<file path="config.mk">
export PLATFORM = sky130hd
export DESIGN_NAME = float_to_fixed_converter_flat
export DESIGN_NICKNAME = d
export VERILOG_FILES = /design/src/rtl/ftf_pkg.sv /design/src/rtl/ftf_if.sv /design/src/rtl/ftf_decode.sv /design/src/rtl/ftf_align.sv /design/src/rtl/ftf_round.sv /design/src/rtl/ftf_sign.sv /design/src/rtl/float_to_fixed_converter.sv /design/src/flat_wrapper.sv
export SDC_FILE = /design/constraint.sdc
export NUM_CORES = 1
export LEC_CHECK = 0
export BUFFER_PORTS_ARGS = -buffer_cell sky130_fd_sc_hd__buf_2
export CORE_ASPECT_RATIO = 1.75
export CORE_MARGIN = 10
export CORE_UTILIZATION = 53
export DETAILED_ROUTE_END_ITERATION = 7
export GPL_ROUTABILITY_DRIVEN = 0
export PLACE_DENSITY = 0.72
export REMOVE_ABC_BUFFERS = 1
export SETUP_SLACK_MARGIN = 0.5
export SKIP_LAST_GASP = 1
export SYNTH_ARGS = -nofsm -noshare
export SYNTH_HDL_FRONTEND = slang
export SYNTH_SLANG_ARGS = --single-unit
</file>
<file path="constraint.sdc">
create_clock -name clock -period 9.5 [get_ports clock]
set_input_delay 1.9 -clock clock [delete_from_list [all_inputs] [get_ports clock]]
set_output_delay 1.9 -clock clock [all_outputs]
set_load 0.02 [all_outputs]
</file>
<file path="src/rtl/ftf_pkg.sv">
// ----------------------------------------------------------------------------
// Float to fixed converter package
// Format codes, format tables and the records that pass between the
// pipeline stages of the converter.
// ----------------------------------------------------------------------------
package ftf_pkg;

   localparam int FLOAT_W = 32;
   localparam int CODE_W  = 32;
   localparam int EXP_W   = 8;
   localparam int MANT_W  = 23;
   localparam int SIG_W   = MANT_W + 1;
   // Largest integer field of any format.
   localparam int IPART_W = 15;
   // Width of the saturated right shift amount, which stops at 48.
   localparam int RSH_W   = 6;

   typedef enum logic [1:0] {
      FMT_Q15_16 = 2'd0,
      FMT_Q3_12  = 2'd1,
      FMT_Q3_6   = 2'd2,
      FMT_Q1_6   = 2'd3
   } fmt_type;

   localparam fmt_type FMT_RESET = FMT_Q3_12;

   // Number of integer bits of a format.
   function automatic logic [3:0] fmt_int_bits(input fmt_type fmt);
      logic [3:0] bits;
      unique case (fmt)
         FMT_Q15_16: bits = 4'd15;
         FMT_Q3_12:  bits = 4'd3;
         FMT_Q3_6:   bits = 4'd3;
         FMT_Q1_6:   bits = 4'd1;
         default:    bits = 4'd0;
      endcase
      return bits;
   endfunction

   // Mask of the bits that make up a code of the format.
   function automatic logic [CODE_W-1:0] fmt_code_mask(input fmt_type fmt);
      logic [CODE_W-1:0] mask;
      unique case (fmt)
         FMT_Q15_16: mask = 32'hFFFF_FFFF;
         FMT_Q3_12:  mask = 32'h0000_FFFF;
         FMT_Q3_6:   mask = 32'h0000_03FF;
         FMT_Q1_6:   mask = 32'h0000_00FF;
         default:    mask = '0;
      endcase
      return mask;
   endfunction

   // Decoded float.
   typedef struct packed {
      logic              neg;
      logic              special;
      logic              ovf;
      logic              left;
      logic              lzero;
      logic [3:0]        lsh;
      logic [RSH_W-1:0]  rsh;
      logic [SIG_W-1:0]  sig;
   } dec_type;

   // Aligned magnitude: integer bits, truncated fraction and rounding bits.
   typedef struct packed {
      logic               neg;
      logic               special;
      logic               ovf;
      logic [IPART_W-1:0] ipart;
      logic [MANT_W-1:0]  q;
      logic               rbit;
      logic               sticky;
   } aln_type;

   // Magnitude code at the format width.
   typedef struct packed {
      logic              neg;
      logic              special;
      logic              ovf;
      logic [CODE_W-1:0] mag;
   } rnd_type;

endpackage

</file>
<file path="src/rtl/ftf_if.sv">
// ----------------------------------------------------------------------------
// Float to fixed converter channels
// Valid/ready channels for the float input items and the fixed-point
// result items.
// ----------------------------------------------------------------------------
interface ftf_req_if;
   logic        valid;
   logic        ready;
   logic [31:0] float_bits;

   modport source (output valid, output float_bits, input ready);
   modport sink   (input valid, input float_bits, output ready);
endinterface

interface ftf_rsp_if;
   logic        valid;
   logic        ready;
   logic [31:0] fixed_code;
   logic        overflow;

   modport source (output valid, output fixed_code, output overflow, input ready);
   modport sink   (input valid, input fixed_code, input overflow, output ready);
endinterface

</file>
<file path="src/rtl/ftf_decode.sv">
// ----------------------------------------------------------------------------
// Decode stage
// Splits the float, flags non-finite inputs and overflow, and works out
// the shift that aligns the significand to the binary point.
// ----------------------------------------------------------------------------
module ftf_decode import ftf_pkg::*; (
   input  logic                clock,
   input  logic                reset,
   input  fmt_type             fmt,
   input  logic                in_valid,
   output logic                in_ready,
   input  logic [FLOAT_W-1:0]  float_bits,
   output logic                out_valid,
   input  logic                out_ready,
   output dec_type             out_data
);

   localparam logic [EXP_W:0]   EXP_BIAS    = 9'd127;
   // Exponent at which the significand LSB has weight one.
   localparam logic [EXP_W-1:0] EXP_INT_LSB = 8'd150;
   localparam logic [EXP_W-1:0] SUBNORM_RSH = 8'd149;
   localparam logic [EXP_W-1:0] EXP_SPECIAL = 8'd255;
   localparam logic [EXP_W-1:0] LSH_LIMIT   = 8'd15;
   localparam logic [EXP_W-1:0] RSH_LIMIT   = 8'd48;

   logic                valid_ff;
   dec_type             data_ff;
   dec_type             data_in;
   logic [EXP_W-1:0]    ex;
   logic                ex_nz;
   logic [EXP_W-1:0]    lsh_full;
   logic [EXP_W-1:0]    rsh_full;

   assign in_ready  = !valid_ff || out_ready;
   assign out_valid = valid_ff;
   assign out_data  = data_ff;

   always_comb begin
      ex       = float_bits[FLOAT_W-2:MANT_W];
      ex_nz    = |ex;
      lsh_full = ex - EXP_INT_LSB;
      rsh_full = ex_nz ? (EXP_INT_LSB - ex) : SUBNORM_RSH;

      data_in.neg     = float_bits[FLOAT_W-1];
      data_in.special = (ex == EXP_SPECIAL);
      data_in.ovf     = data_in.special ||
                        (ex_nz && ({1'b0, ex} >= EXP_BIAS + {5'b0, fmt_int_bits(fmt)}));
      data_in.left    = (ex >= EXP_INT_LSB);
      // Shifted left by the integer field width or more, no integer bit survives.
      data_in.lzero   = (lsh_full >= LSH_LIMIT);
      data_in.lsh     = lsh_full[3:0];
      data_in.rsh     = (rsh_full > RSH_LIMIT) ? RSH_LIMIT[RSH_W-1:0] : rsh_full[RSH_W-1:0];
      data_in.sig     = {ex_nz, float_bits[MANT_W-1:0]};
   end

   always_ff @(posedge clock) begin
      if (reset) begin
         valid_ff <= 1'b0;
      end else if (in_ready) begin
         valid_ff <= in_valid;
      end
   end

   always_ff @(posedge clock) begin
      if (in_ready && in_valid) begin
         data_ff <= data_in;
      end
   end

endmodule

</file>
<file path="src/rtl/ftf_align.sv">
// ----------------------------------------------------------------------------
// Align stage
// Shifts the significand into integer bits, a 23-bit fraction and the
// round and sticky bits below it.
// ----------------------------------------------------------------------------
module ftf_align import ftf_pkg::*; (
   input  logic    clock,
   input  logic    reset,
   input  logic    in_valid,
   output logic    in_ready,
   input  dec_type in_data,
   output logic    out_valid,
   input  logic    out_ready,
   output aln_type out_data
);

   localparam int WIDE_W = SIG_W + 48;

   logic                    valid_ff;
   aln_type                 data_ff;
   aln_type                 data_in;
   logic [WIDE_W-1:0]       wide;
   logic [IPART_W+SIG_W-1:0] left_val;

   assign in_ready  = !valid_ff || out_ready;
   assign out_valid = valid_ff;
   assign out_data  = data_ff;

   always_comb begin
      // The significand sits 48 bits above the point: the integer part is on
      // top, then the fraction, then 25 bits that only feed the rounding.
      wide     = {in_data.sig, 48'b0} >> in_data.rsh;
      left_val = {{IPART_W{1'b0}}, in_data.sig} << in_data.lsh;

      data_in.neg     = in_data.neg;
      data_in.special = in_data.special;
      data_in.ovf     = in_data.ovf;
      if (in_data.left) begin
         data_in.ipart  = in_data.lzero ? '0 : left_val[IPART_W-1:0];
         data_in.q      = '0;
         data_in.rbit   = 1'b0;
         data_in.sticky = 1'b0;
      end else begin
         data_in.ipart  = wide[48+IPART_W-1:48];
         data_in.q      = wide[47:25];
         data_in.rbit   = wide[24];
         data_in.sticky = |wide[23:0];
      end
   end

   always_ff @(posedge clock) begin
      if (reset) begin
         valid_ff <= 1'b0;
      end else if (in_ready) begin
         valid_ff <= in_valid;
      end
   end

   always_ff @(posedge clock) begin
      if (in_ready && in_valid) begin
         data_ff <= data_in;
      end
   end

endmodule

</file>
<file path="src/rtl/ftf_round.sv">
// ----------------------------------------------------------------------------
// Round stage
// Rounds the fraction to nearest even and packs the integer and fraction
// fields of the selected format into a magnitude code.
// ----------------------------------------------------------------------------
module ftf_round import ftf_pkg::*; (
   input  logic    clock,
   input  logic    reset,
   input  fmt_type fmt,
   input  logic    in_valid,
   output logic    in_ready,
   input  aln_type in_data,
   output logic    out_valid,
   input  logic    out_ready,
   output rnd_type out_data
);

   logic              valid_ff;
   rnd_type           data_ff;
   rnd_type           data_in;
   logic              inc;
   logic [MANT_W:0]   q_sum;
   logic [MANT_W-1:0] qf;

   assign in_ready  = !valid_ff || out_ready;
   assign out_valid = valid_ff;
   assign out_data  = data_ff;

   always_comb begin
      inc   = in_data.rbit && (in_data.sticky || in_data.q[0]);
      q_sum = {1'b0, in_data.q} + {{MANT_W{1'b0}}, inc};
      // A carry out of the fraction means 1.0: the fraction becomes zero and
      // the integer part stays as it is.
      qf    = q_sum[MANT_W] ? '0 : q_sum[MANT_W-1:0];

      data_in.neg     = in_data.neg;
      data_in.special = in_data.special;
      data_in.ovf     = in_data.ovf;
      unique case (fmt)
         FMT_Q15_16: data_in.mag = {1'b0, in_data.ipart, qf[22:7]};
         FMT_Q3_12:  data_in.mag = {16'b0, 1'b0, in_data.ipart[2:0], qf[22:11]};
         FMT_Q3_6:   data_in.mag = {22'b0, 1'b0, in_data.ipart[2:0], qf[22:17]};
         FMT_Q1_6:   data_in.mag = {24'b0, 1'b0, in_data.ipart[0], qf[22:17]};
         default:    data_in.mag = '0;
      endcase
   end

   always_ff @(posedge clock) begin
      if (reset) begin
         valid_ff <= 1'b0;
      end else if (in_ready) begin
         valid_ff <= in_valid;
      end
   end

   always_ff @(posedge clock) begin
      if (in_ready && in_valid) begin
         data_ff <= data_in;
      end
   end

endmodule

</file>
<file path="src/rtl/ftf_sign.sv">
// ----------------------------------------------------------------------------
// Sign stage
// Applies the sign in two's complement at the format width, zeroes non-finite
// inputs and holds the finished result item in the output register.
// ----------------------------------------------------------------------------
module ftf_sign import ftf_pkg::*; (
   input  logic              clock,
   input  logic              reset,
   input  fmt_type           fmt,
   input  logic              in_valid,
   output logic              in_ready,
   input  rnd_type           in_data,
   output logic              out_valid,
   input  logic              out_ready,
   output logic [CODE_W-1:0] fixed_code,
   output logic              overflow
);

   logic              valid_ff;
   logic [CODE_W-1:0] code_ff;
   logic [CODE_W-1:0] code_in;
   logic              ovf_ff;
   logic [CODE_W-1:0] signed_mag;

   assign in_ready   = !valid_ff || out_ready;
   assign out_valid  = valid_ff;
   assign fixed_code = code_ff;
   assign overflow   = ovf_ff;

   always_comb begin
      signed_mag = in_data.neg ? ('0 - in_data.mag) : in_data.mag;
      code_in    = in_data.special ? '0 : (signed_mag & fmt_code_mask(fmt));
   end

   always_ff @(posedge clock) begin
      if (reset) begin
         valid_ff <= 1'b0;
      end else if (in_ready) begin
         valid_ff <= in_valid;
      end
   end

   always_ff @(posedge clock) begin
      if (in_ready && in_valid) begin
         code_ff <= code_in;
         ovf_ff  <= in_data.ovf;
      end
   end

endmodule

</file>
<file path="src/rtl/float_to_fixed_converter.sv">
// ----------------------------------------------------------------------------
// Float to fixed converter
// Converts IEEE single-precision bit patterns to signed fixed-point codes
// in a selectable format.
// ----------------------------------------------------------------------------
// The converter takes one item per clock cycle unless the result side stalls,
// and returns each result through a pipeline of decode, align, round
// and sign stages. Every stage has its own valid bit and takes a new item
// whenever it is empty or its successor takes its item, so a stall on the
// result side fills bubbles first and holds items without loss. The format
// register resets to Q3.12 and must only be written while no item is in
// flight.
module float_to_fixed_converter import ftf_pkg::*; (
   input  logic             clock,
   input  logic             reset,
   ftf_req_if.sink          req_ch,
   ftf_rsp_if.source        rsp_ch,
   input  logic             csr_wr_en,
   input  logic [1:0]       csr_wr_data
);

   fmt_type csr_format_ff;
   fmt_type csr_format_in;

   logic    dec_valid;
   logic    dec_ready;
   dec_type dec_data;
   logic    aln_valid;
   logic    aln_ready;
   aln_type aln_data;
   logic    rnd_valid;
   logic    rnd_ready;
   rnd_type rnd_data;

   assign csr_format_in = fmt_type'(csr_wr_data);

   always_ff @(posedge clock) begin
      if (reset) begin
         csr_format_ff <= FMT_RESET;
      end else if (csr_wr_en) begin
         csr_format_ff <= csr_format_in;
      end
   end

   ftf_decode u_decode (
      .clock      (clock),
      .reset      (reset),
      .fmt        (csr_format_ff),
      .in_valid   (req_ch.valid),
      .in_ready   (req_ch.ready),
      .float_bits (req_ch.float_bits),
      .out_valid  (dec_valid),
      .out_ready  (dec_ready),
      .out_data   (dec_data)
   );

   ftf_align u_align (
      .clock     (clock),
      .reset     (reset),
      .in_valid  (dec_valid),
      .in_ready  (dec_ready),
      .in_data   (dec_data),
      .out_valid (aln_valid),
      .out_ready (aln_ready),
      .out_data  (aln_data)
   );

   ftf_round u_round (
      .clock     (clock),
      .reset     (reset),
      .fmt       (csr_format_ff),
      .in_valid  (aln_valid),
      .in_ready  (aln_ready),
      .in_data   (aln_data),
      .out_valid (rnd_valid),
      .out_ready (rnd_ready),
      .out_data  (rnd_data)
   );

   ftf_sign u_sign (
      .clock      (clock),
      .reset      (reset),
      .fmt        (csr_format_ff),
      .in_valid   (rnd_valid),
      .in_ready   (rnd_ready),
      .in_data    (rnd_data),
      .out_valid  (rsp_ch.valid),
      .out_ready  (rsp_ch.ready),
      .fixed_code (rsp_ch.fixed_code),
      .overflow   (rsp_ch.overflow)
   );

endmodule

</file>
<file path="src/flat_wrapper.sv">
// flat-port wrapper written by rule: the top's interface ports become plain ports
module float_to_fixed_converter_flat import ftf_pkg::*;
  (clock, reset, csr_wr_en, csr_wr_data, req_ch_valid, req_ch_float_bits, req_ch_ready, rsp_ch_valid, rsp_ch_fixed_code, rsp_ch_overflow, rsp_ch_ready);
  ftf_req_if req_ch_i ();
  ftf_rsp_if rsp_ch_i ();
  input  logic clock;
  input  logic reset;
  input  logic csr_wr_en;
  input  logic [1:0] csr_wr_data;
  input wire logic [$bits(req_ch_i.valid)-1:0] req_ch_valid;
  input wire logic [$bits(req_ch_i.float_bits)-1:0] req_ch_float_bits;
  output wire logic [$bits(req_ch_i.ready)-1:0] req_ch_ready;
  output wire logic [$bits(rsp_ch_i.valid)-1:0] rsp_ch_valid;
  output wire logic [$bits(rsp_ch_i.fixed_code)-1:0] rsp_ch_fixed_code;
  output wire logic [$bits(rsp_ch_i.overflow)-1:0] rsp_ch_overflow;
  input wire logic [$bits(rsp_ch_i.ready)-1:0] rsp_ch_ready;
  assign req_ch_i.valid = req_ch_valid;
  assign req_ch_i.float_bits = req_ch_float_bits;
  assign req_ch_ready = req_ch_i.ready;
  assign rsp_ch_valid = rsp_ch_i.valid;
  assign rsp_ch_fixed_code = rsp_ch_i.fixed_code;
  assign rsp_ch_overflow = rsp_ch_i.overflow;
  assign rsp_ch_i.ready = rsp_ch_ready;
  float_to_fixed_converter u_core (.clock(clock), .reset(reset), .req_ch(req_ch_i), .rsp_ch(rsp_ch_i), .csr_wr_en(csr_wr_en), .csr_wr_data(csr_wr_data));
endmodule
</file>
==> results of run 1 <==
path summary, 6_finish.rpt:
| check | startpoint | endpoint | slack [ps] | cells past startpoint |
|---|---|---|---|---|
| max | rsp_ch_ready | req_ch_ready | 4570 | 5 |
| min | u_core.u_align.out_data[40] | u_core.u_round.out_data[32] | 410 | 0 |
| max reg2reg | u_core.u_decode.out_data[25] | u_core.u_align.out_data[13] | 6470 | 6 |
| min reg2reg | u_core.u_align.out_data[40] | u_core.u_round.out_data[32] | 410 | 0 |
area by class of cell:
class,count,area (um^2)
Fill cell,1401,6700
Sequential cell,154,4560
Multi-Input combinational cell,607,4310
Clock buffer,17,425
Timing Repair Buffer,79,410
Tap cell,227,284
Clock inverter,15,164
Inverter,23,86.3
metrics by stage:
step	area (um^2)	util, %	hold WS (ps)
after floorplan	8930	-	400
after global placement	9660	57.0	402
after CTS	10200	60.5	416
final	10200	60.5	412
after global routing	10200	60.5	427
after detailed placement	9660	57.0	405
cell families after synthesis:
group | Yosys count
simple gates | 275
compound gates | 183
flops | 154
mux | 90
buf+inv | 76
xor+xnor | 50
fa+ha+maj | 9
placed cells by master (no fill, tap or decap), types with 12 or more instances in the layout:
cell type                   count
sky130_fd_sc_hd__inv_1         18
sky130_fd_sc_hd__nor2_1        95
sky130_fd_sc_hd__o21ai_0       46
sky130_fd_sc_hd__nor2b_1       12
sky130_fd_sc_hd__and2_1        22
sky130_fd_sc_hd__buf_2         73
sky130_fd_sc_hd__nand2b_1      12
sky130_fd_sc_hd__nand2_1       73
sky130_fd_sc_hd__o22ai_1       14
sky130_fd_sc_hd__mux2_2        25
sky130_fd_sc_hd__a211oi_1      13
sky130_fd_sc_hd__xnor2_1       19
sky130_fd_sc_hd__clkbuf_16     17
sky130_fd_sc_hd__edfxtp_1     148
sky130_fd_sc_hd__a21oi_1       39
sky130_fd_sc_hd__mux2i_1       44
sky130_fd_sc_hd__mux4_2        18
sky130_fd_sc_hd__xor2_1        31
sky130_fd_sc_hd__nand3_1       13
worst max-delay path, cell delays in order:
cell and delay [ps]:
sky130_fd_sc_hd__buf_2 90, sky130_fd_sc_hd__nor2b_1 360, sky130_fd_sc_hd__and3_1 390, sky130_fd_sc_hd__nand2_1 110, sky130_fd_sc_hd__buf_2 170
per-layer routing:
| layer | vias to the layer above | wire (um) | global-route usage (%) |
|---|---|---|---|
| met5 | - | 0 | 0 |
| met4 | 0 | 1020 | 9.30 |
| met3 | 69 | 1150 | 4.02 |
| met2 | 247 | 10700 | 31.6 |
| met1 | 3002 | 7040 | 17.4 |
| li1 | 3211 | - | - |
sequential cells by signal, summed over array words and instances, names as in the netlist:
name,count
u_core.u_align.out_data,42
u_core.u_decode.out_data,39
u_core.u_round.out_data,34
u_core.u_sign.fixed_code,32
u_core.csr_format_ff,2
u_core.u_align.out_valid,1
u_core.u_decode.out_valid,1
u_core.u_round.out_valid,1
u_core.u_sign.out_valid,1
u_core.u_sign.overflow,1
power groups by stage:
stage                     Combinational, mW  Clock (mW)  Sequential, mW
after CTS                             0.298       0.680           0.817
after global routing                  0.333       0.711           0.822
after floorplan                       0.203           0           0.831
after detailed placement              0.295           0           0.832
after global placement                0.293           0           0.830
final                                 0.306       0.674           0.818
==> results.sh, run 1 <==
export IMPL_num_antenna_cells=0
export IMPL_io_pins=74
export IMPL_groute_usage_overall_pct=17.3
export IMPL_initial_core_util_pct=54.1
export IMPL_p_total_mw=1.80
export IMPL_synth_top_family_by_area="simple AND/OR/NAND/NOR gates"
export IMPL_post_cts_setup_buffers=0
export IMPL_power_internal_mw=1.30
export IMPL_fmaxAchievable_ghz=0.203
export IMPL_pwr_share_comb_pct=17.0
export IMPL_synth_ff_type="sky130_fd_sc_hd__edfxtp_1"
export IMPL_timing_final_setup_violations=0
export IMPL_drt_wl_total_mm=19.9
export IMPL_synth_edf_count=148
export IMPL_dpl_cell_count=1090
export IMPL_post_cts_resized=0
export IMPL_final_hold_viol_count=0
export IMPL_pwr_share_clk_pct=37.5
export IMPL_dp_worst_setup_slack_ps=4560
export IMPL_numCtsBuffers=17
export IMPL_cts_max_path_buffers=2
export IMPL_num_rows=63
export IMPL_max_slew_headroom_at_the_worst_pin_pct=29.2
export IMPL_maxCapViolations=0
export IMPL_detailedRoute_firstPassIterationCount=6
export IMPL_fin_tns_setup_ps=0
export IMPL_grt_pass1_vias=6330
export IMPL_synth_fa_ha_area_share_pct=1.23
export IMPL_share_of_cells_above_drive_strength_1_pct=19.7
export IMPL_synth_most_common_cell="sky130_fd_sc_hd__edfxtp_1"
export IMPL_dr_first_iter_drc_count=529
export IMPL_finalMaxSlewViolations=0
export IMPL_layout_cells_non_filler=1122
export IMPL_swShare_pct=28.0
export IMPL_crit_path_max_fanout=5
export IMPL_dieHeight_um=194
export IMPL_yosysTopAreaCell="sky130_fd_sc_hd__edfxtp_1"
export IMPL_simple_gate_fraction_of_synth_area_pct=14.4
export IMPL_clock_root_buffer="sky130_fd_sc_hd__clkbuf_16"
export IMPL_hp_class="register to register"
export IMPL_worst_ir_drop_vdd_uv=128
export IMPL_htreeDepth=4
export IMPL_horiz_die_dim_um=119
export IMPL_static_leakage_power_nw=3.77
export IMPL_timing_critical_path_to_type="primary output"
export IMPL_layout_setup_ws_ps=4570
export IMPL_netSwitchingPower_uw=503
export IMPL_route_detailed_drc=0
export IMPL_mean_syn_cell_area_um2=11.0
export IMPL_ys_ff_latch=154
export IMPL_die_area_um2=23200
export IMPL_nets=930
export IMPL_synthesis_area_um2=9170
export IMPL_grt_start_max_net_pins=43
export IMPL_timing_critical_path_required_ps=7600
export IMPL_path_class="input pin to primary output"
export IMPL_ys_types=67
export IMPL_vias_per_cell=5.82
export IMPL_postCtsHoldBufs=0
export IMPL_routedWlPerCell_um=17.8
export IMPL_worst_slew_pin_transition_ps=1060
export IMPL_period_needed_ps=4930
export IMPL_clock_skew_ps=11.8
export IMPL_detail_route_antenna_nets=0
export IMPL_power_share_sequential_pct=45.5
export IMPL_clk_pin_slew_worst_paths_ps=60
export IMPL_asyncSetResetFlopFracSynth_pct=0
export IMPL_grt_setup_unrepaired="no"
export IMPL_synth_to_layout_area_growth_pct=11.8
export IMPL_synth_area_leaders="sky130_fd_sc_hd__edfxtp_1, sky130_fd_sc_hd__mux2i_1, sky130_fd_sc_hd__mux4_2"
export IMPL_place_detailed_hpwl_mm=14.9
export IMPL_synthXorXnorAreaFrac_pct=4.78
export IMPL_yosysWarningCount=0
export IMPL_cts_num_sinks=154
export IMPL_grt_first_pass_wirelength_mm=32.4
export IMPL_status="complete, no violations"
export IMPL_io_buffer_count=73
export IMPL_tritoncts="built"
export IMPL_remaining_global_route_overflow=0
export IMPL_critPathLaunchType="input pin"
export IMPL_post_synth_most_frequent_cells="sky130_fd_sc_hd__edfxtp_1, sky130_fd_sc_hd__nor2_1, sky130_fd_sc_hd__nand2_1"
export IMPL_layout_worst_path_cycle_share_pct=51.9
export IMPL_clock_insertion_delay_worst_skew_ps=430
export IMPL_vias=6529
export IMPL_cellPowerDensity_nw_per_um2=175
export IMPL_syn_inst=837
export IMPL_design_core_area_um2=16900
export IMPL_synthDominantCellAreaShare_pct=48.5
export IMPL_ys_seq_area_share_pct=49.8
export IMPL_synth_compound_area_share_pct=13.2
export IMPL_timing_critical_path_arrival_ps=3030
export IMPL_antenna_violations_before_repair=0
export IMPL_synth_mux_area_share_pct=13.0
No activity file was read; power rests on OpenSTA's default activity.
==> inputs of run 2 (changes only) <==
--- a/config.mk
+++ b/config.mk
@@ -11,7 +11,7 @@
 export CORE_UTILIZATION = 53
 export DETAILED_ROUTE_END_ITERATION = 7
 export GPL_ROUTABILITY_DRIVEN = 0
-export PLACE_DENSITY = 0.72
+export PLACE_DENSITY = 0.75
 export REMOVE_ABC_BUFFERS = 1
 export SETUP_SLACK_MARGIN = 0.5
 export SKIP_LAST_GASP = 1
==> constraint.sdc (replaced) <==
create_clock -name clock -period 4.3 [get_ports clock]
set_input_delay 0.86 -clock clock [delete_from_list [all_inputs] [get_ports clock]]
set_output_delay 0.86 -clock clock [all_outputs]
set_load 0.02 [all_outputs]
==> run 2 against run 1 <==
Via count is 0.21% higher. Die area stayed put. Power is 120% higher. Count of clock-buffer cells in the layout stayed put. Cell count hardly changed. Utilization is 0.16 points higher. Flip-flop and latch count stayed put. Sequential share of layout area is 0.11 points lower. Register-to-register slack worse by 5000 ps. Design area is 0.26% higher.
==> results.sh, run 2 (synthesis gave the netlist of run 1 again) <==
export IMPL_clock_root_buffer="sky130_fd_sc_hd__clkbuf_16"
export IMPL_fin_tns_setup_ps=0
export IMPL_routedWlPerCell_um=17.8
export IMPL_io_pins=74
export IMPL_design_core_area_um2=16900
export IMPL_netSwitchingPower_mw=1.12
export IMPL_numCtsBuffers=17
export IMPL_timing_critical_path_required_ps=4480
export IMPL_critPathLaunchType="register"
export IMPL_layout_worst_path_cycle_share_pct=66.4
export IMPL_dr_first_iter_drc_count=556
export IMPL_grt_first_pass_wirelength_mm=32.2
export IMPL_clock_insertion_delay_worst_skew_ps=420
export IMPL_worst_ir_drop_vdd_uv=266
export IMPL_horiz_die_dim_um=119
export IMPL_place_detailed_hpwl_mm=15.2
export IMPL_power_share_sequential_pct=45.3
export IMPL_vias=6543
export IMPL_power_internal_mw=2.88
export IMPL_maxCapViolations=0
export IMPL_fillerInstances=1400
export IMPL_regArea_um2=4560
export IMPL_grt_pass1_vias=6350
export IMPL_cellPowerDensity_nw_per_um2=389
export IMPL_multi_input_area_um2=4310
export IMPL_route_detailed_drc=0
export IMPL_tritoncts="built"
export IMPL_io_buffer_count=73
export IMPL_htreeDepth=4
export IMPL_groute_usage_overall_pct=17.3
export IMPL_detailedRoute_firstPassIterationCount=5
export IMPL_layout_cells_most_common_list="sky130_fd_sc_hd__edfxtp_1, sky130_fd_sc_hd__nor2_1, sky130_fd_sc_hd__nand2_1, sky130_fd_sc_hd__buf_2, sky130_fd_sc_hd__o21ai_0"
export IMPL_period_needed_ps=2850
export IMPL_finalMaxSlewViolations=0
export IMPL_pwr_share_comb_pct=16.6
export IMPL_antenna_violations_before_repair=0
export IMPL_largest_reg_flops=42
export IMPL_max_slew_headroom_at_the_worst_pin_pct=22.4
export IMPL_dieHeight_um=194
export IMPL_final_hold_viol_count=0
export IMPL_static_leakage_power_nw=3.80
export IMPL_postCtsHoldBufs=0
export IMPL_pwr_share_clk_pct=38.0
export IMPL_detail_route_antenna_nets=0
export IMPL_post_cts_resized=0
export IMPL_cts_max_path_buffers=2
export IMPL_num_rows=63
export IMPL_nets=931
export IMPL_timing_critical_path_arrival_ps=3030
export IMPL_share_of_cells_above_drive_strength_1_pct=19.8
export IMPL_grt_setup_unrepaired="no"
export IMPL_clk_pin_slew_worst_paths_ps=60
export IMPL_layout_cells_most_common="sky130_fd_sc_hd__edfxtp_1"
export IMPL_fmaxAchievable_ghz=0.350
export IMPL_layout_core_utilization_pct=60.6
export IMPL_timing_critical_path_to_type="register"
export IMPL_worst_slew_pin_transition_ps=1160
export IMPL_swShare_pct=28.0
export IMPL_clock_skew_ps=6.34
export IMPL_die_area_um2=23200
export IMPL_hp_class="register to register"
export IMPL_drt_wl_total_mm=19.9
export IMPL_path_class="register to register"
export IMPL_remaining_global_route_overflow=0
export IMPL_grt_start_max_net_pins=43
export IMPL_initial_core_util_pct=54.1
export IMPL_status="complete, no violations"
export IMPL_synth_to_layout_area_growth_pct=12.0
export IMPL_num_antenna_cells=0
export IMPL_crit_path_max_fanout=25
export IMPL_timing_final_setup_violations=0
export IMPL_vias_per_cell=5.83
export IMPL_cts_num_sinks=154
export IMPL_post_cts_setup_buffers=0
## run 2: cell count changes in the layout (fill, tap and decap cells not counted), sizes merged
cell and change:
buf +1, clkinvlp -5, inv +4, clkinv +1
## run 2: layout make-up
type | count | share of cell area [%]
flip-flops and latches | 154 | 44.4
multi-input cells | 607 | 42.0
clock buffers | 17 | 4.14
repair buffers | 80 | 4.07
well taps | 227 | 2.76
clock inverters | 15 | 1.78
inverters | 23 | 0.840
## run 2: power groups by stage
stage	Sequential, mW	Clock [mW]	Combinational, mW
3_5_place_dp	1.84	0	0.647
2_1_floorplan	1.84	0	0.448
4_1_cts	1.81	1.55	0.650
6_report	1.81	1.52	0.665
3_3_place_gp	1.84	0	0.642
5_1_grt	1.82	1.60	0.725
## run 2: through the flow
| stage | area, um^2 | cells | hold slack (ps) | worst slack [ps] | total power [mW] |
|---|---|---|---|---|---|
| after floorplan | 8930 | 784 | 400 | 369 | 2.28 |
| after CTS | 10300 | 1123 | 420 | 1460 | 4.01 |
| final | 10300 | 1123 | 419 | 1450 | 4.00 |
| after detailed placement | 9670 | 1091 | 407 | 1430 | 2.49 |
| after global routing | 10300 | 1123 | 430 | 1280 | 4.15 |
| after global placement | 9670 | 1091 | 406 | 1470 | 2.48 |
## run 2: worst paths after layout
| kind | start | to | slack [ps] | cells past startpoint |
|---|---|---|---|---|
| max | u_core.u_decode.out_data[25] | u_core.u_align.out_data[13] | 1450 | 6 |
| min | u_core.u_decode.out_data[38] | u_core.u_align.out_data[42] | 420 | 0 |
| max reg2reg | u_core.u_decode.out_data[25] | u_core.u_align.out_data[13] | 1450 | 6 |
| min reg2reg | u_core.u_decode.out_data[38] | u_core.u_align.out_data[42] | 420 | 0 |
## run 2: per-layer routing
layer	wire length, um	vias to the layer above	track usage (%)	part of all wire (%)
li1	-	3211	-	-
met1	6900	3007	16.5	35
met2	10800	245	31.7	54
met3	966	80	3.67	4.8
met4	1310	0	11.9	6.6
met5	0	-	0	0
## run 2: worst max-delay path, stage by stage (launching register included)
cell and delay (ps):
sky130_fd_sc_hd__edfxtp_1 970, sky130_fd_sc_hd__mux4_2 610, sky130_fd_sc_hd__mux2_2 310, sky130_fd_sc_hd__mux2_2 280, sky130_fd_sc_hd__a22oi_2 150, sky130_fd_sc_hd__nor2_1 80, sky130_fd_sc_hd__a41o_1 210
==> inputs of run 3 (changes only) <==
==> constraint.sdc (replaced) <==
create_clock -name clock -period 2.6 [get_ports clock]
set_input_delay 0.52 -clock clock [delete_from_list [all_inputs] [get_ports clock]]
set_output_delay 0.52 -clock clock [all_outputs]
set_load 0.02 [all_outputs]
==> run 3 against run 2 <==
Register-to-register slack got worse by 1400 ps. Power rose by 84%. Sequential power rose by 64%. Setup slack got worse by 1400 ps. Cell count rose by 10%. Flip-flop and latch count did not move. Worst hold slack got worse by 160 ps. Routed wire length rose by 32%. Clock skew rose by 3.9 ps. Non-clock buffer count rose by 112. Global-route usage rose by 2.8 points.
==> results.sh, run 3 (synthesis gave the netlist of run 1 again) <==
export IMPL_detailedRoute_firstPassIterationCount=5
export IMPL_pwr_share_clk_pct=32.9
export IMPL_max_slew_headroom_at_the_worst_pin_pct=28.1
export IMPL_postCtsHoldBufs=0
export IMPL_antenna_violations_before_repair=0
export IMPL_wl_met3_mm=1.64
export IMPL_design_core_area_um2=16900
export IMPL_layout_cells_most_common="sky130_fd_sc_hd__edfxtp_1"
export IMPL_setup_worst_path_start="u_core.u_decode.out_data[24]"
export IMPL_worst_ir_drop_vdd_uv=451
export IMPL_clock_insertion_delay_worst_skew_ps=430
export IMPL_grt_first_pass_wirelength_mm=37.2
export IMPL_route_detailed_drc=0
export IMPL_top_layer_used="met4"
export IMPL_numCtsBuffers=17
export IMPL_fillerInstances=1036
export IMPL_pwr_share_comb_pct=26.9
export IMPL_timing_rr_start="u_core.u_decode.out_data[24]"
export IMPL_cp_slowest_stage_delay_ps=530
export IMPL_clock_root_buffer="sky130_fd_sc_hd__clkbuf_16"
export IMPL_clock_skew_ps=10.3
export IMPL_initial_core_util_pct=54.1
export IMPL_layout_core_utilization_pct=72.4
export IMPL_critical_path_slowest_cell="sky130_fd_sc_hd__mux4_2"
export IMPL_wirelength_met1_mm=8.62
export IMPL_finalMaxSlewViolations=0
export IMPL_r2r_cells=7
export IMPL_share_of_cells_above_drive_strength_1_pct=41.0
export IMPL_cellPowerDensity_nw_per_um2=598
export IMPL_dr_first_iter_drc_count=736
export IMPL_crit_buf_inv=1
export IMPL_cts_max_path_buffers=2
export IMPL_drt_wl_total_mm=26.3
export IMPL_htreeDepth=4
export IMPL_r2r_setup_slack_ps=50
export IMPL_layout_cells_non_filler=1236
export IMPL_tritoncts="built"
export IMPL_nets=1043
export IMPL_hp_class="input pin to register"
export IMPL_static_leakage_power_nw=4.69
export IMPL_critPathTopFamily="multiplexers"
export IMPL_remaining_global_route_overflow=0
export IMPL_timing_critical_path_to_type="register"
export IMPL_swShare_pct=29.2
export IMPL_grt_setup_unrepaired="yes"
export IMPL_critical_path_top_cell_by_count="sky130_fd_sc_hd__mux2_4"
export IMPL_cts_num_sinks=154
export IMPL_dp_worst_setup_slack_ps=46.5
export IMPL_status="complete, no violations"
export IMPL_dpl_cell_count=1131
export IMPL_routedWlPerCell_um=21.3
export IMPL_power_internal_mw=5.19
export IMPL_p_total_mw=7.34
export IMPL_worst_hold_path_depth=1
export IMPL_power_share_sequential_pct=40.3
export IMPL_critPathLaunchType="register"
export IMPL_horiz_die_dim_um=119
export IMPL_timing_final_setup_violations=0
export IMPL_layout_cells_most_common_list="sky130_fd_sc_hd__edfxtp_1, sky130_fd_sc_hd__nor2_1, sky130_fd_sc_hd__buf_4, sky130_fd_sc_hd__buf_2, sky130_fd_sc_hd__nand2_1"
export IMPL_vias_per_cell=6.12
export IMPL_timing_critical_path_required_ps=2780
export IMPL_grt_pass1_vias=7347
export IMPL_layout_setup_ws_ps=50.7
export IMPL_final_hold_viol_count=0
export IMPL_netSwitchingPower_mw=2.15
export IMPL_worstReg2RegEnd="u_core.u_align.out_data[13]"
export IMPL_hold_worst_slack_ps=259
export IMPL_synth_to_layout_area_growth_pct=33.9
export IMPL_groute_usage_overall_pct=20.1
export IMPL_endpoint="u_core.u_align.out_data[13]"
export IMPL_maxCapViolations=0
export IMPL_period_needed_ps=2550
export IMPL_path_class="register to register"
export IMPL_detail_route_antenna_nets=0
export IMPL_route_met2_wl_mm=14.3
export IMPL_path_cells="buf_12, mux4_2, mux2_4, mux2_4, a22oi_2, nor2_1, a41o_1"
export IMPL_place_detailed_hpwl_mm=15.8
export IMPL_dieHeight_um=194
export IMPL_path_depth=7
export IMPL_fmaxAchievable_ghz=0.392
export IMPL_clk_pin_slew_worst_paths_ps=60
export IMPL_vias=7565
export IMPL_layout_worst_path_cycle_share_pct=98.0
export IMPL_crit_path_max_fanout=7
export IMPL_io_pins=74
export IMPL_grt_start_max_net_pins=43
export IMPL_io_buffer_count=73
export IMPL_num_rows=63
export IMPL_worst_slew_pin_transition_ps=1080
export IMPL_largest_reg_flops=42
export IMPL_die_area_um2=23200
export IMPL_timing_critical_path_arrival_ps=2730
## run 3: cell types whose count changed in the layout (fill, tap and decap cells not counted), sizes merged
| cell | previous run | this run |
|---|---|---|
| buf | 80 | 192 |
| inv | 30 | 21 |
| clkinvlp | 1 | 6 |
| clkbuf | 17 | 21 |
| diode | 0 | 1 |
## run 3: how the worst min path moves through the flow
stage	start	end
5_1_grt	req_ch_float_bits[17]	u_core.u_decode.out_data[17]
4_1_cts	req_ch_float_bits[22]	u_core.u_decode.out_data[22]
3_5_place_dp	u_core.u_decode.out_data[36]	u_core.u_align.out_data[40]
2_1_floorplan	u_core.u_decode.out_data[36]	u_core.u_align.out_data[40]
3_3_place_gp	u_core.u_decode.out_data[37]	u_core.u_align.out_data[41]
6_report	req_ch_float_bits[22]	u_core.u_decode.out_data[22]
## run 3: layout make-up
type | count | area [um^2] | share of cell area, %
timing repair buffer | 192 | 1500 | 12.2
clock inverter | 11 | 123 | 0.999
sequential | 154 | 4560 | 37.2
multi-input combinational | 607 | 5260 | 42.9
inverter | 23 | 93.8 | 0.764
clock buffer | 21 | 450 | 3.67
tap | 227 | 284 | 2.31
antenna | 1 | 2.50 | 0.0204
## run 3: layer usage
| metal | track usage, % | up-vias |
|---|---|---|
| li1 | - | 3444 |
| met1 | 19.2 | 3601 |
| met2 | 37.1 | 385 |
| met3 | 4.23 | 135 |
| met4 | 13.9 | 0 |
| met5 | 0 | - |
## run 3: power groups by stage
stage | Sequential, mW | Combinational (mW) | Clock, mW
after CTS | 2.95 | 1.60 | 2.40
after floorplan | 3.04 | 0.740 | 0
after global placement | 2.99 | 1.20 | 0
after global routing | 2.97 | 2.07 | 2.53
final | 2.96 | 1.97 | 2.41
after detailed placement | 2.99 | 1.22 | 0
## run 3: repair_timing
item                                   CTS  global route
cloned                                   2             0
gates resized for setup                131           111
pin swaps                               50            58
setup endpoints to repair               68            76
buffers inserted                        39            31
endpoints found under the hold margin    0             0
## run 3: per-stage QoR
step	TNS (ps)	instance area, um^2
finish	0	12300
global route	-18.2	12300
floorplan	-84710	8930
global placement	0	10000
detailed placement	0	10000
CTS	0	11600
